## src/hw/rtl/hevc_aub_pkg.sv

```systemverilog
`timescale 1ns / 1ps

package hevc_aub_pkg;

    // stream offset width; offsets wrap at this many bits
    localparam int OFFSET_BITS = 32;

    // five held bytes plus the arriving one form the start code window
    localparam int WIN_DEPTH = 5;
    localparam int FILL_W    = 3;

    // start code skip count loaded after every match
    localparam logic [1:0] SKIP_LOAD = 2'd2;

    // nal unit type ranges and header bits
    localparam logic [7:0] NAL_TYPE_MASK   = 8'h7E;
    localparam int         FIRST_SLICE_BIT = 7;
    localparam logic [5:0] LAST_SLICE_TYPE = 6'd21;
    localparam logic [5:0] FIRST_PS_TYPE   = 6'd32;
    localparam logic [5:0] LAST_PS_TYPE    = 6'd34;

    // record kinds
    localparam logic KIND_BOUNDARY = 1'b0;
    localparam logic KIND_END      = 1'b1;

    // queue between classifier and output side
    localparam int QUEUE_DEPTH = 4;
    localparam int QPTR_W      = 2;
    localparam int QCNT_W      = 3;

    // one classified request: an optional boundary and an optional end record
    typedef struct packed {
        logic                   bnd_valid;
        logic                   bnd_ps;
        logic [OFFSET_BITS-1:0] bnd_offset;
        logic                   end_valid;
        logic [OFFSET_BITS-1:0] end_offset;
    } entry_t;

    // queue status seen by both sides
    typedef struct packed {
        logic full;
        logic empty;
    } queue_stat_t;

endpackage

```

## src/hw/rtl/hevc_aub_if.sv

```systemverilog
`timescale 1ns / 1ps

// byte input channel
interface hevc_aub_in_if;
    logic       valid;
    logic       ready;
    logic [7:0] data_byte;
    logic       end_of_stream;

    modport source (output valid, output data_byte, output end_of_stream, input ready);
    modport sink (input valid, input data_byte, input end_of_stream, output ready);
endinterface

// result channel
interface hevc_aub_out_if;
    logic                                valid;
    logic                                ready;
    logic [hevc_aub_pkg::OFFSET_BITS-1:0] offset;
    logic                                record_kind;
    logic                                starts_with_param_set;
    logic                                last_of_run;

    modport source (output valid, output offset, output record_kind,
                    output starts_with_param_set, output last_of_run, input ready);
    modport sink (input valid, input offset, input record_kind,
                  input starts_with_param_set, input last_of_run, output ready);
endinterface

```

## src/hw/rtl/hevc_aub_finder_unit.sv

```systemverilog
`timescale 1ns / 1ps

// Finds access-unit boundaries in an HEVC Annex B byte stream taken one byte
// per request. A boundary is reported at the offset of its 00 00 01 start
// code when a first slice segment follows outside a parameter-set run, or
// when a VPS/SPS/PPS opens such a run (starts_with_param_set = 1). A byte
// flagged end_of_stream yields an end record carrying the stream length,
// after any boundary from the final window, and restarts offsets at zero;
// the parameter-set flag carries into the next stream. Offsets wrap at 2^32.
// The block takes one byte every cycle while its request queue is not full.
// Results are registered on the way out; a byte that causes both a boundary
// and an end record needs two transfers on the output side, and a four-entry
// request queue between the classifier and the output register absorbs that.
module hevc_access_unit_boundary_finder_unit (
    input  logic            clk,
    input  logic            rst_n,
    hevc_aub_in_if.sink     in_ch,
    hevc_aub_out_if.source  out_ch
);

    logic                        push;
    logic                        pop;
    hevc_aub_pkg::entry_t        push_data;
    hevc_aub_pkg::entry_t        head;
    hevc_aub_pkg::queue_stat_t   stat;

    hevc_aub_front u_front (
        .clk       (clk),
        .rst_n     (rst_n),
        .in_ch     (in_ch),
        .stat      (stat),
        .push      (push),
        .push_data (push_data)
    );

    hevc_aub_queue u_queue (
        .clk       (clk),
        .rst_n     (rst_n),
        .push      (push),
        .push_data (push_data),
        .pop       (pop),
        .head      (head),
        .stat      (stat)
    );

    hevc_aub_back u_back (
        .clk    (clk),
        .rst_n  (rst_n),
        .head   (head),
        .stat   (stat),
        .pop    (pop),
        .out_ch (out_ch)
    );

    // queue never written when full
    assert property (@(posedge clk) disable iff (!rst_n) push |-> !stat.full)
        else $error("request queue overflow");

    // queue never read when empty
    assert property (@(posedge clk) disable iff (!rst_n) pop |-> !stat.empty)
        else $error("request queue underflow");

    // an end record always closes its run and carries no parameter-set mark
    assert property (@(posedge clk) disable iff (!rst_n)
        (out_ch.valid && (out_ch.record_kind == hevc_aub_pkg::KIND_END)) |->
        (out_ch.last_of_run && !out_ch.starts_with_param_set))
        else $error("malformed end record");

    // a boundary that is not last must be followed by its end record
    assert property (@(posedge clk) disable iff (!rst_n)
        (out_ch.valid && out_ch.ready && !out_ch.last_of_run) |=>
        (out_ch.valid && (out_ch.record_kind == hevc_aub_pkg::KIND_END)))
        else $error("missing end record after boundary");

endmodule

```

## src/hw/rtl/hevc_aub_front.sv

```systemverilog
`timescale 1ns / 1ps

module hevc_aub_front (
    input  logic                        clk,
    input  logic                        rst_n,
    hevc_aub_in_if.sink                 in_ch,
    input  hevc_aub_pkg::queue_stat_t   stat,
    output logic                        push,
    output hevc_aub_pkg::entry_t        push_data
);

    logic [7:0]                               win_reg [hevc_aub_pkg::WIN_DEPTH];
    logic [7:0]                               win_next [hevc_aub_pkg::WIN_DEPTH];
    logic [hevc_aub_pkg::FILL_W-1:0]          fill_reg, fill_next;
    logic [hevc_aub_pkg::OFFSET_BITS-1:0]     offset_reg, offset_next;
    logic [1:0]                               skip_reg, skip_next;
    logic                                     in_ps_reg, in_ps_next;

    logic                                     accept;
    logic                                     win_full;
    logic                                     start_code;
    logic [5:0]                               unit_type;
    logic                                     is_slice;
    logic                                     is_ps;
    logic                                     examine;
    logic [hevc_aub_pkg::OFFSET_BITS-1:0]     offset_inc;

    assign in_ch.ready = !stat.full;
    assign accept      = in_ch.valid && in_ch.ready;

    // window compare against the held bytes and the arriving byte
    assign win_full   = (fill_reg == hevc_aub_pkg::FILL_W'(hevc_aub_pkg::WIN_DEPTH));
    assign start_code = (win_reg[0] == 8'h00) && (win_reg[1] == 8'h00) &&
                        (win_reg[2] == 8'h01);
    assign unit_type  = win_reg[3][6:1] & hevc_aub_pkg::NAL_TYPE_MASK[6:1];
    assign is_slice   = (unit_type <= hevc_aub_pkg::LAST_SLICE_TYPE) &&
                        in_ch.data_byte[hevc_aub_pkg::FIRST_SLICE_BIT];
    assign is_ps      = (unit_type >= hevc_aub_pkg::FIRST_PS_TYPE) &&
                        (unit_type <= hevc_aub_pkg::LAST_PS_TYPE);
    assign examine    = win_full && (skip_reg == 2'd0) && start_code;
    assign offset_inc = offset_reg + hevc_aub_pkg::OFFSET_BITS'(1);

    // classification and next state
    always_comb
    begin
        push_data.bnd_valid  = 1'b0;
        push_data.bnd_ps     = 1'b0;
        push_data.bnd_offset = offset_reg -
                               hevc_aub_pkg::OFFSET_BITS'(hevc_aub_pkg::WIN_DEPTH);
        push_data.end_valid  = in_ch.end_of_stream;
        push_data.end_offset = offset_inc;
        skip_next  = skip_reg;
        in_ps_next = in_ps_reg;

        if (win_full && (skip_reg != 2'd0))
        begin
            skip_next = skip_reg - 2'd1;
        end
        else if (examine)
        begin
            skip_next = hevc_aub_pkg::SKIP_LOAD;
            if (is_slice)
            begin
                push_data.bnd_valid = !in_ps_reg;
                in_ps_next          = 1'b0;
            end
            else if (is_ps)
            begin
                push_data.bnd_valid = !in_ps_reg;
                push_data.bnd_ps    = 1'b1;
                in_ps_next          = 1'b1;
            end
        end

        for (int i = 0; i < hevc_aub_pkg::WIN_DEPTH - 1; i++)
        begin
            win_next[i] = win_reg[i + 1];
        end
        win_next[hevc_aub_pkg::WIN_DEPTH - 1] = in_ch.data_byte;
        fill_next   = win_full ? fill_reg : fill_reg + hevc_aub_pkg::FILL_W'(1);
        offset_next = offset_inc;

        // end of stream clears everything but the parameter set flag
        if (in_ch.end_of_stream)
        begin
            for (int i = 0; i < hevc_aub_pkg::WIN_DEPTH; i++)
            begin
                win_next[i] = 8'h00;
            end
            fill_next   = '0;
            offset_next = '0;
            skip_next   = 2'd0;
        end
    end

    assign push = accept && (push_data.bnd_valid || push_data.end_valid);

    // stream state registers
    always_ff @(posedge clk or negedge rst_n)
    begin
        if (!rst_n)
        begin
            for (int i = 0; i < hevc_aub_pkg::WIN_DEPTH; i++)
            begin
                win_reg[i] <= 8'h00;
            end
            fill_reg   <= '0;
            offset_reg <= '0;
            skip_reg   <= 2'd0;
            in_ps_reg  <= 1'b0;
        end
        else if (accept)
        begin
            win_reg    <= win_next;
            fill_reg   <= fill_next;
            offset_reg <= offset_next;
            skip_reg   <= skip_next;
            in_ps_reg  <= in_ps_next;
        end
    end

endmodule

```

## src/hw/rtl/hevc_aub_queue.sv

```systemverilog
`timescale 1ns / 1ps

module hevc_aub_queue (
    input  logic                        clk,
    input  logic                        rst_n,
    input  logic                        push,
    input  hevc_aub_pkg::entry_t        push_data,
    input  logic                        pop,
    output hevc_aub_pkg::entry_t        head,
    output hevc_aub_pkg::queue_stat_t   stat
);

    hevc_aub_pkg::entry_t                 slot_reg [hevc_aub_pkg::QUEUE_DEPTH];
    logic [hevc_aub_pkg::QPTR_W-1:0]      wr_ptr_reg, wr_ptr_next;
    logic [hevc_aub_pkg::QPTR_W-1:0]      rd_ptr_reg, rd_ptr_next;
    logic [hevc_aub_pkg::QCNT_W-1:0]      cnt_reg, cnt_next;

    assign stat.full  = (cnt_reg == hevc_aub_pkg::QCNT_W'(hevc_aub_pkg::QUEUE_DEPTH));
    assign stat.empty = (cnt_reg == '0);
    assign head       = slot_reg[rd_ptr_reg];

    // pointer and count update
    always_comb
    begin
        wr_ptr_next = push ? wr_ptr_reg + hevc_aub_pkg::QPTR_W'(1) : wr_ptr_reg;
        rd_ptr_next = pop ? rd_ptr_reg + hevc_aub_pkg::QPTR_W'(1) : rd_ptr_reg;
        cnt_next    = cnt_reg;
        if (push && !pop)
        begin
            cnt_next = cnt_reg + hevc_aub_pkg::QCNT_W'(1);
        end
        else if (pop && !push)
        begin
            cnt_next = cnt_reg - hevc_aub_pkg::QCNT_W'(1);
        end
    end

    always_ff @(posedge clk or negedge rst_n)
    begin
        if (!rst_n)
        begin
            wr_ptr_reg <= '0;
            rd_ptr_reg <= '0;
            cnt_reg    <= '0;
        end
        else
        begin
            wr_ptr_reg <= wr_ptr_next;
            rd_ptr_reg <= rd_ptr_next;
            cnt_reg    <= cnt_next;
        end
    end

    // entry storage
    always_ff @(posedge clk)
    begin
        if (push)
        begin
            slot_reg[wr_ptr_reg] <= push_data;
        end
    end

endmodule

```

## src/hw/rtl/hevc_aub_back.sv

```systemverilog
`timescale 1ns / 1ps

module hevc_aub_back (
    input  logic                        clk,
    input  logic                        rst_n,
    input  hevc_aub_pkg::entry_t        head,
    input  hevc_aub_pkg::queue_stat_t   stat,
    output logic                        pop,
    hevc_aub_out_if.source              out_ch
);

    typedef enum logic [1:0] {
        PH_FIRST  = 2'b01,
        PH_SECOND = 2'b10
    } phase_t;

    phase_t                                   phase_reg, phase_next;
    logic                                     out_valid_reg, out_valid_next;
    logic [hevc_aub_pkg::OFFSET_BITS-1:0]     offset_reg, offset_next;
    logic                                     kind_reg, kind_next;
    logic                                     ps_reg, ps_next;
    logic                                     last_reg, last_next;
    logic                                     load;

    assign load = !stat.empty && (!out_valid_reg || out_ch.ready);

    // pick the next result out of the head request
    always_comb
    begin
        phase_next     = phase_reg;
        out_valid_next = out_valid_reg && !out_ch.ready;
        offset_next    = offset_reg;
        kind_next      = kind_reg;
        ps_next        = ps_reg;
        last_next      = last_reg;
        pop            = 1'b0;

        if (load)
        begin
            out_valid_next = 1'b1;
            unique case (phase_reg)
                PH_FIRST:
                begin
                    if (head.bnd_valid)
                    begin
                        offset_next = head.bnd_offset;
                        kind_next   = hevc_aub_pkg::KIND_BOUNDARY;
                        ps_next     = head.bnd_ps;
                        last_next   = !head.end_valid;
                        pop         = !head.end_valid;
                        phase_next  = head.end_valid ? PH_SECOND : PH_FIRST;
                    end
                    else
                    begin
                        offset_next = head.end_offset;
                        kind_next   = hevc_aub_pkg::KIND_END;
                        ps_next     = 1'b0;
                        last_next   = 1'b1;
                        pop         = 1'b1;
                    end
                end
                PH_SECOND:
                begin
                    offset_next = head.end_offset;
                    kind_next   = hevc_aub_pkg::KIND_END;
                    ps_next     = 1'b0;
                    last_next   = 1'b1;
                    pop         = 1'b1;
                    phase_next  = PH_FIRST;
                end
                default:
                begin
                    phase_next = PH_FIRST;
                end
            endcase
        end
    end

    always_ff @(posedge clk or negedge rst_n)
    begin
        if (!rst_n)
        begin
            phase_reg     <= PH_FIRST;
            out_valid_reg <= 1'b0;
        end
        else
        begin
            phase_reg     <= phase_next;
            out_valid_reg <= out_valid_next;
        end
    end

    // output payload
    always_ff @(posedge clk)
    begin
        offset_reg <= offset_next;
        kind_reg   <= kind_next;
        ps_reg     <= ps_next;
        last_reg   <= last_next;
    end

    assign out_ch.valid                 = out_valid_reg;
    assign out_ch.offset                = offset_reg;
    assign out_ch.record_kind           = kind_reg;
    assign out_ch.starts_with_param_set = ps_reg;
    assign out_ch.last_of_run           = last_reg;

endmodule

```

## src/flat_wrapper.sv

```systemverilog
// flat-port wrapper written by rule: the top's interface ports become plain ports
module hevc_access_unit_boundary_finder_unit_flat 
  (clk, rst_n, in_ch_valid, in_ch_data_byte, in_ch_end_of_stream, in_ch_ready, out_ch_valid, out_ch_offset, out_ch_record_kind, out_ch_starts_with_param_set, out_ch_last_of_run, out_ch_ready);
  hevc_aub_in_if in_ch_i ();
  hevc_aub_out_if out_ch_i ();
  input  logic clk;
  input  logic rst_n;
  input wire logic [$bits(in_ch_i.valid)-1:0] in_ch_valid;
  input wire logic [$bits(in_ch_i.data_byte)-1:0] in_ch_data_byte;
  input wire logic [$bits(in_ch_i.end_of_stream)-1:0] in_ch_end_of_stream;
  output wire logic [$bits(in_ch_i.ready)-1:0] in_ch_ready;
  output wire logic [$bits(out_ch_i.valid)-1:0] out_ch_valid;
  output wire logic [$bits(out_ch_i.offset)-1:0] out_ch_offset;
  output wire logic [$bits(out_ch_i.record_kind)-1:0] out_ch_record_kind;
  output wire logic [$bits(out_ch_i.starts_with_param_set)-1:0] out_ch_starts_with_param_set;
  output wire logic [$bits(out_ch_i.last_of_run)-1:0] out_ch_last_of_run;
  input wire logic [$bits(out_ch_i.ready)-1:0] out_ch_ready;
  assign in_ch_i.valid = in_ch_valid;
  assign in_ch_i.data_byte = in_ch_data_byte;
  assign in_ch_i.end_of_stream = in_ch_end_of_stream;
  assign in_ch_ready = in_ch_i.ready;
  assign out_ch_valid = out_ch_i.valid;
  assign out_ch_offset = out_ch_i.offset;
  assign out_ch_record_kind = out_ch_i.record_kind;
  assign out_ch_starts_with_param_set = out_ch_i.starts_with_param_set;
  assign out_ch_last_of_run = out_ch_i.last_of_run;
  assign out_ch_i.ready = out_ch_ready;
  hevc_access_unit_boundary_finder_unit u_core (.clk(clk), .rst_n(rst_n), .in_ch(in_ch_i), .out_ch(out_ch_i));
endmodule
```

## config.mk

```make
export PLATFORM = sky130hd
export DESIGN_NAME = hevc_access_unit_boundary_finder_unit_flat
export DESIGN_NICKNAME = d
export VERILOG_FILES = /design/src/hw/rtl/hevc_aub_pkg.sv /design/src/hw/rtl/hevc_aub_if.sv /design/src/hw/rtl/hevc_aub_finder_unit.sv /design/src/hw/rtl/hevc_aub_front.sv /design/src/hw/rtl/hevc_aub_queue.sv /design/src/hw/rtl/hevc_aub_back.sv /design/src/flat_wrapper.sv
export SDC_FILE = /design/constraint.sdc
export NUM_CORES = 1
export LEC_CHECK = 0
export BUFFER_PORTS_ARGS = -buffer_cell sky130_fd_sc_hd__clkbuf_2
export CELL_PAD_IN_SITES_DETAIL_PLACEMENT = 1
export CELL_PAD_IN_SITES_GLOBAL_PLACEMENT = 2
export CORE_ASPECT_RATIO = 1.25
export CORE_UTILIZATION = 40
export DETAILED_ROUTE_END_ITERATION = 8
export PLACE_DENSITY_LB_ADDON = 0.1
export SLEW_MARGIN = 30
export SYNTH_ARGS = -nofsm -noshare
export SYNTH_HDL_FRONTEND = slang
export SYNTH_HIERARCHICAL = 1
export SYNTH_SLANG_ARGS = --single-unit
```

## constraint.sdc

```tcl
create_clock -name clk -period 5.7 [get_ports clk]
set_input_delay 0.57 -clock clk [delete_from_list [all_inputs] [get_ports clk]]
set_output_delay 0.57 -clock clk [all_outputs]
set_load 0.02 [all_outputs]
```

==> flow_summary.json <==
{
  "postCtsSetupBuffers": 0,
  "io-pin-count": 50,
  "cts.path.max_buffers": 3,
  "placement_rows": 83,
  "clk-insertion-delay-late_ps": 550,
  "drtIter0Drc": 367,
  "fp.coreArea_um2": 41200,
  "ant_nets": 0,
  "final.min_clock_period_ps": 3950,
  "synth.net_count": 1092,
  "area_growth_syn_to_layout_pct": 12.1,
  "critical_path_buf_inv_count": 1,
  "die_area_um2": 42800,
  "finalHoldViolCount": 0,
  "syn_area_um2": 16800,
  "critPathSlowestCell": "sky130_fd_sc_hd__and2_4",
  "worst_slew_pin_slew_ps": 931,
  "outcome": "finished, final reports clean",
  "dp_cells": 1602,
  "timing.max_slew.rel_slack_pct": 37.4,
  "final.setup_skew_ps": 18.5,
  "tritoncts.num_buffers": 42,
  "hold_ws_ps": 20.9,
  "root_buffer": "sky130_fd_sc_hd__clkbuf_16",
  "cts_htree_levels": 2,
  "global_route.overflow_total": 0,
  "diodes": 0,
  "wl_per_cell_um": 21.3,
  "cp-end-kind": "flop",
  "routed-via-count": 8868,
  "clock_tree_from_tritoncts": "yes",
  "die-height_um": 231,
  "worstPathCellList": "or4_1 -> or4_4 -> nor4_4 -> o21ai_2 -> o31ai_2 -> and2_4 -> buf_4",
  "layout-drive-gt1-share_pct": 23.0,
  "leakagePower_nw": 6.85,
  "setup_total_negative_slack_ps": 0,
  "placement.io_buffers": 49,
  "grt_max_degree": 81,
  "period_share_pct": 69.3,
  "postCtsResizedCells": 0,
  "power_density_nw_per_um2": 485,
  "drtPass1Iterations": 6,
  "worstHoldPathType": "in -> async",
  "place_hpwl_mm": 21.5,
  "synthDistinctLibCells": 58,
  "worst_setup_hold_path_clk_slew_ps": 60,
  "drt_wl_total_mm": 35.7,
  "tot_gr_track_use_pct": 17.5,
  "synth_seq_area_share_pct": 67.2,
  "yosys_warnings": 6,
  "final-max-slew-violation-count": 0,
  "largest_register_ffs": 268,
  "grt_pass1_wl_mm": 56.8,
  "antenna_found_initial": 0,
  "final_nets": 1122,
  "final-instance-count-excl-fill": 1678,
  "total_of_flip_flops_plus_latches_after_synthesis": 391,
  "numClockSinks": 391,
  "worstPathArrival_ps": 4200,
  "critPathKind": "reg -> reg",
  "syn_inst": 1064,
  "slowest_cell_delay_on_critical_path_ps": 840,
  "syn-mean-instance-area_um2": 15.8,
  "rsz_0062_raised_after_global_routing": "no",
  "number_of_global_route_vias_before_repair": 9602,
  "cts_hold_buf": 0,
  "cp-start-kind": "flop",
  "initial_core_utilization_pct": 40.8,
  "setup-violations-final": 0,
  "critPathRequiredTime_ps": 5940,
  "fmax_mhz": 253,
  "routed_via_density": 5.28,
  "proportion_of_register_bits_with_asynchronous_set_or_reset_after_synthesis_pct": 22.5,
  "die_w_um": 185,
  "synth_top_flop_cell": "sky130_fd_sc_hd__edfxtp_1",
  "crit_fanout": 52,
  "peakVddDrop_mv": 0.362,
  "drc": 0,
  "drv_cap": 0,
  "synth_enable_flop_cells": 303,
  "gp_congestion": 0.692,
  "timing.critical_path.max_delay_family": "simple AND/OR/NAND/NOR gates"
}
worst register-to-register path: cells and delay by family, from the launching register on:
family	cells	cell delay, ps
buf+inv	1	330
compound gates	2	680
flops	1	390
simple gates	4	2260
metrics by stage:
| step | power [mW] | cell area, um^2 | setup slack [ps] | util (%) |
|---|---|---|---|---|
| after floorplan | 5.92 | 16800 | 1380 | - |
| after global placement | 6.56 | 17500 | 1710 | 42.4 |
| after detailed placement | 6.60 | 17500 | 1650 | 42.4 |
| after CTS | 9.33 | 18800 | 1630 | 45.7 |
| after global routing | 9.63 | 18800 | 1460 | 45.7 |
| final | 9.14 | 18800 | 1750 | 45.7 |
Yosys cell counts, types with 3 or more instances:
| library cell | count | area [um^2] |
|---|---|---|
| sky130_fd_sc_hd__mux2_4 | 29 | 435 |
| sky130_fd_sc_hd__nand4_1 | 11 | 68.8 |
| sky130_fd_sc_hd__and2_1 | 6 | 37.5 |
| sky130_fd_sc_hd__a22oi_1 | 5 | 37.5 |
| sky130_fd_sc_hd__ha_1 | 14 | 175 |
| sky130_fd_sc_hd__xnor2_1 | 30 | 263 |
| sky130_fd_sc_hd__nand2b_1 | 9 | 56.3 |
| sky130_fd_sc_hd__a41oi_1 | 7 | 61.3 |
| sky130_fd_sc_hd__dfrtp_1 | 87 | 2180 |
| sky130_fd_sc_hd__nand2_1 | 119 | 447 |
| sky130_fd_sc_hd__nor2_1 | 25 | 93.8 |
| sky130_fd_sc_hd__or4_1 | 4 | 30.0 |
| sky130_fd_sc_hd__edfxtp_1 | 303 | 9100 |
| sky130_fd_sc_hd__o31ai_1 | 23 | 173 |
| sky130_fd_sc_hd__buf_2 | 17 | 85.1 |
| sky130_fd_sc_hd__a21o_1 | 3 | 22.5 |
| sky130_fd_sc_hd__nor2b_1 | 6 | 37.5 |
| sky130_fd_sc_hd__a21oi_1 | 13 | 65.1 |
| sky130_fd_sc_hd__a22o_1 | 4 | 35.0 |
| sky130_fd_sc_hd__inv_1 | 14 | 52.6 |
| sky130_fd_sc_hd__nor4_1 | 10 | 62.6 |
| sky130_fd_sc_hd__buf_12 | 5 | 100 |
| sky130_fd_sc_hd__mux4_2 | 67 | 1510 |
| sky130_fd_sc_hd__and3_1 | 5 | 31.3 |
| sky130_fd_sc_hd__mux2_2 | 5 | 56.3 |
| sky130_fd_sc_hd__o21ai_0 | 32 | 160 |
| sky130_fd_sc_hd__nand3b_1 | 42 | 315 |
| sky130_fd_sc_hd__and4_1 | 7 | 61.3 |
| sky130_fd_sc_hd__nor3_1 | 19 | 95.1 |
| sky130_fd_sc_hd__nand3_1 | 13 | 65.1 |
| sky130_fd_sc_hd__buf_4 | 6 | 45.0 |
| sky130_fd_sc_hd__xor2_1 | 32 | 280 |
| sky130_fd_sc_hd__a31oi_1 | 8 | 50.1 |
| sky130_fd_sc_hd__clkbuf_1 | 48 | 180 |
| sky130_fd_sc_hd__buf_1 | 4 | 15.0 |
| sky130_fd_sc_hd__or3_1 | 5 | 31.3 |
cell usage in the layout (no fill, tap or decap), types with 8 or more instances in the layout:
master and count:
sky130_fd_sc_hd__clkbuf_2 48, sky130_fd_sc_hd__nand2_1 118, sky130_fd_sc_hd__ha_1 14, sky130_fd_sc_hd__nand3b_1 42, sky130_fd_sc_hd__clkinv_2 9, sky130_fd_sc_hd__edfxtp_1 303
sky130_fd_sc_hd__nand2b_1 9, sky130_fd_sc_hd__mux2_4 29, sky130_fd_sc_hd__buf_4 19, sky130_fd_sc_hd__nor3_1 19, sky130_fd_sc_hd__mux4_2 67, sky130_fd_sc_hd__inv_1 14
sky130_fd_sc_hd__xor2_1 32, sky130_fd_sc_hd__a31oi_1 8, sky130_fd_sc_hd__o21ai_0 32, sky130_fd_sc_hd__clkbuf_16 43, sky130_fd_sc_hd__o31ai_1 23, sky130_fd_sc_hd__nor4_1 10
sky130_fd_sc_hd__nand3_1 13, sky130_fd_sc_hd__dfrtp_1 85, sky130_fd_sc_hd__nand4_1 11, sky130_fd_sc_hd__a21oi_1 13, sky130_fd_sc_hd__xnor2_1 30, sky130_fd_sc_hd__nor2_1 24
routing by layer:
layer / global-route usage, % / wire length (um)
met4: 4.26 / 643
met2: 31.0 / 18600
met3: 2.45 / 893
met5: 0 / 0
met1: 22.4 / 15500
worst paths after layout:
check                                      startpoint                              to  slack, ps  cells past startpoint
max reg2reg                u_core/u_front/win_reg[28]  u_core/u_queue/slot_reg[2][11]       1750                      7
max in group asynchronous                       rst_n   u_core/u_front/offset_reg[10]       4570                      2
min                                             rst_n       u_core/u_front/win_reg[3]         20                      1
min reg2reg                u_core/u_front/win_reg[39]      u_core/u_front/win_reg[39]        470                      2
min in group clk                   in_ch_data_byte[1]       u_core/u_front/win_reg[1]        270                      3
max                        u_core/u_front/win_reg[28]  u_core/u_queue/slot_reg[2][11]       1750                      7
cells by family (layout without fill, tap and decap cells):
| family | Yosys count | count (layout) | synth area share (%) |
|---|---|---|---|
| compound gates | 102 | 102 | 3.95 |
| xor+xnor | 62 | 62 | 3.23 |
| fa+ha+maj | 15 | 15 | 1.16 |
| buf+inv | 96 | 158 | 2.98 |
| flops | 391 | 391 | 67.2 |
| mux | 103 | 103 | 12.0 |
| simple gates | 295 | 295 | 9.40 |
area by class of cell:
type,count,area (um^2)
Fill cell,4042,22400
Sequential cell,391,11300
Multi-Input combinational cell,577,5030
Clock buffer,54,1160
Tap cell,552,691
Timing Repair Buffer,68,394
Clock inverter,22,214
Inverter,14,52.6
power breakdown:
group / leakage, nW / internal, mW / switching [mW] / total (mW)
clock network: 0.678 / 1.58 / 1.11 / 2.69
registers: 3.88 / 3.78 / 0.271 / 4.05
logic: 2.29 / 1.06 / 1.34 / 2.40
total: 6.85 / 6.42 / 2.73 / 9.14
No activity file was read; power rests on OpenSTA's default activity.
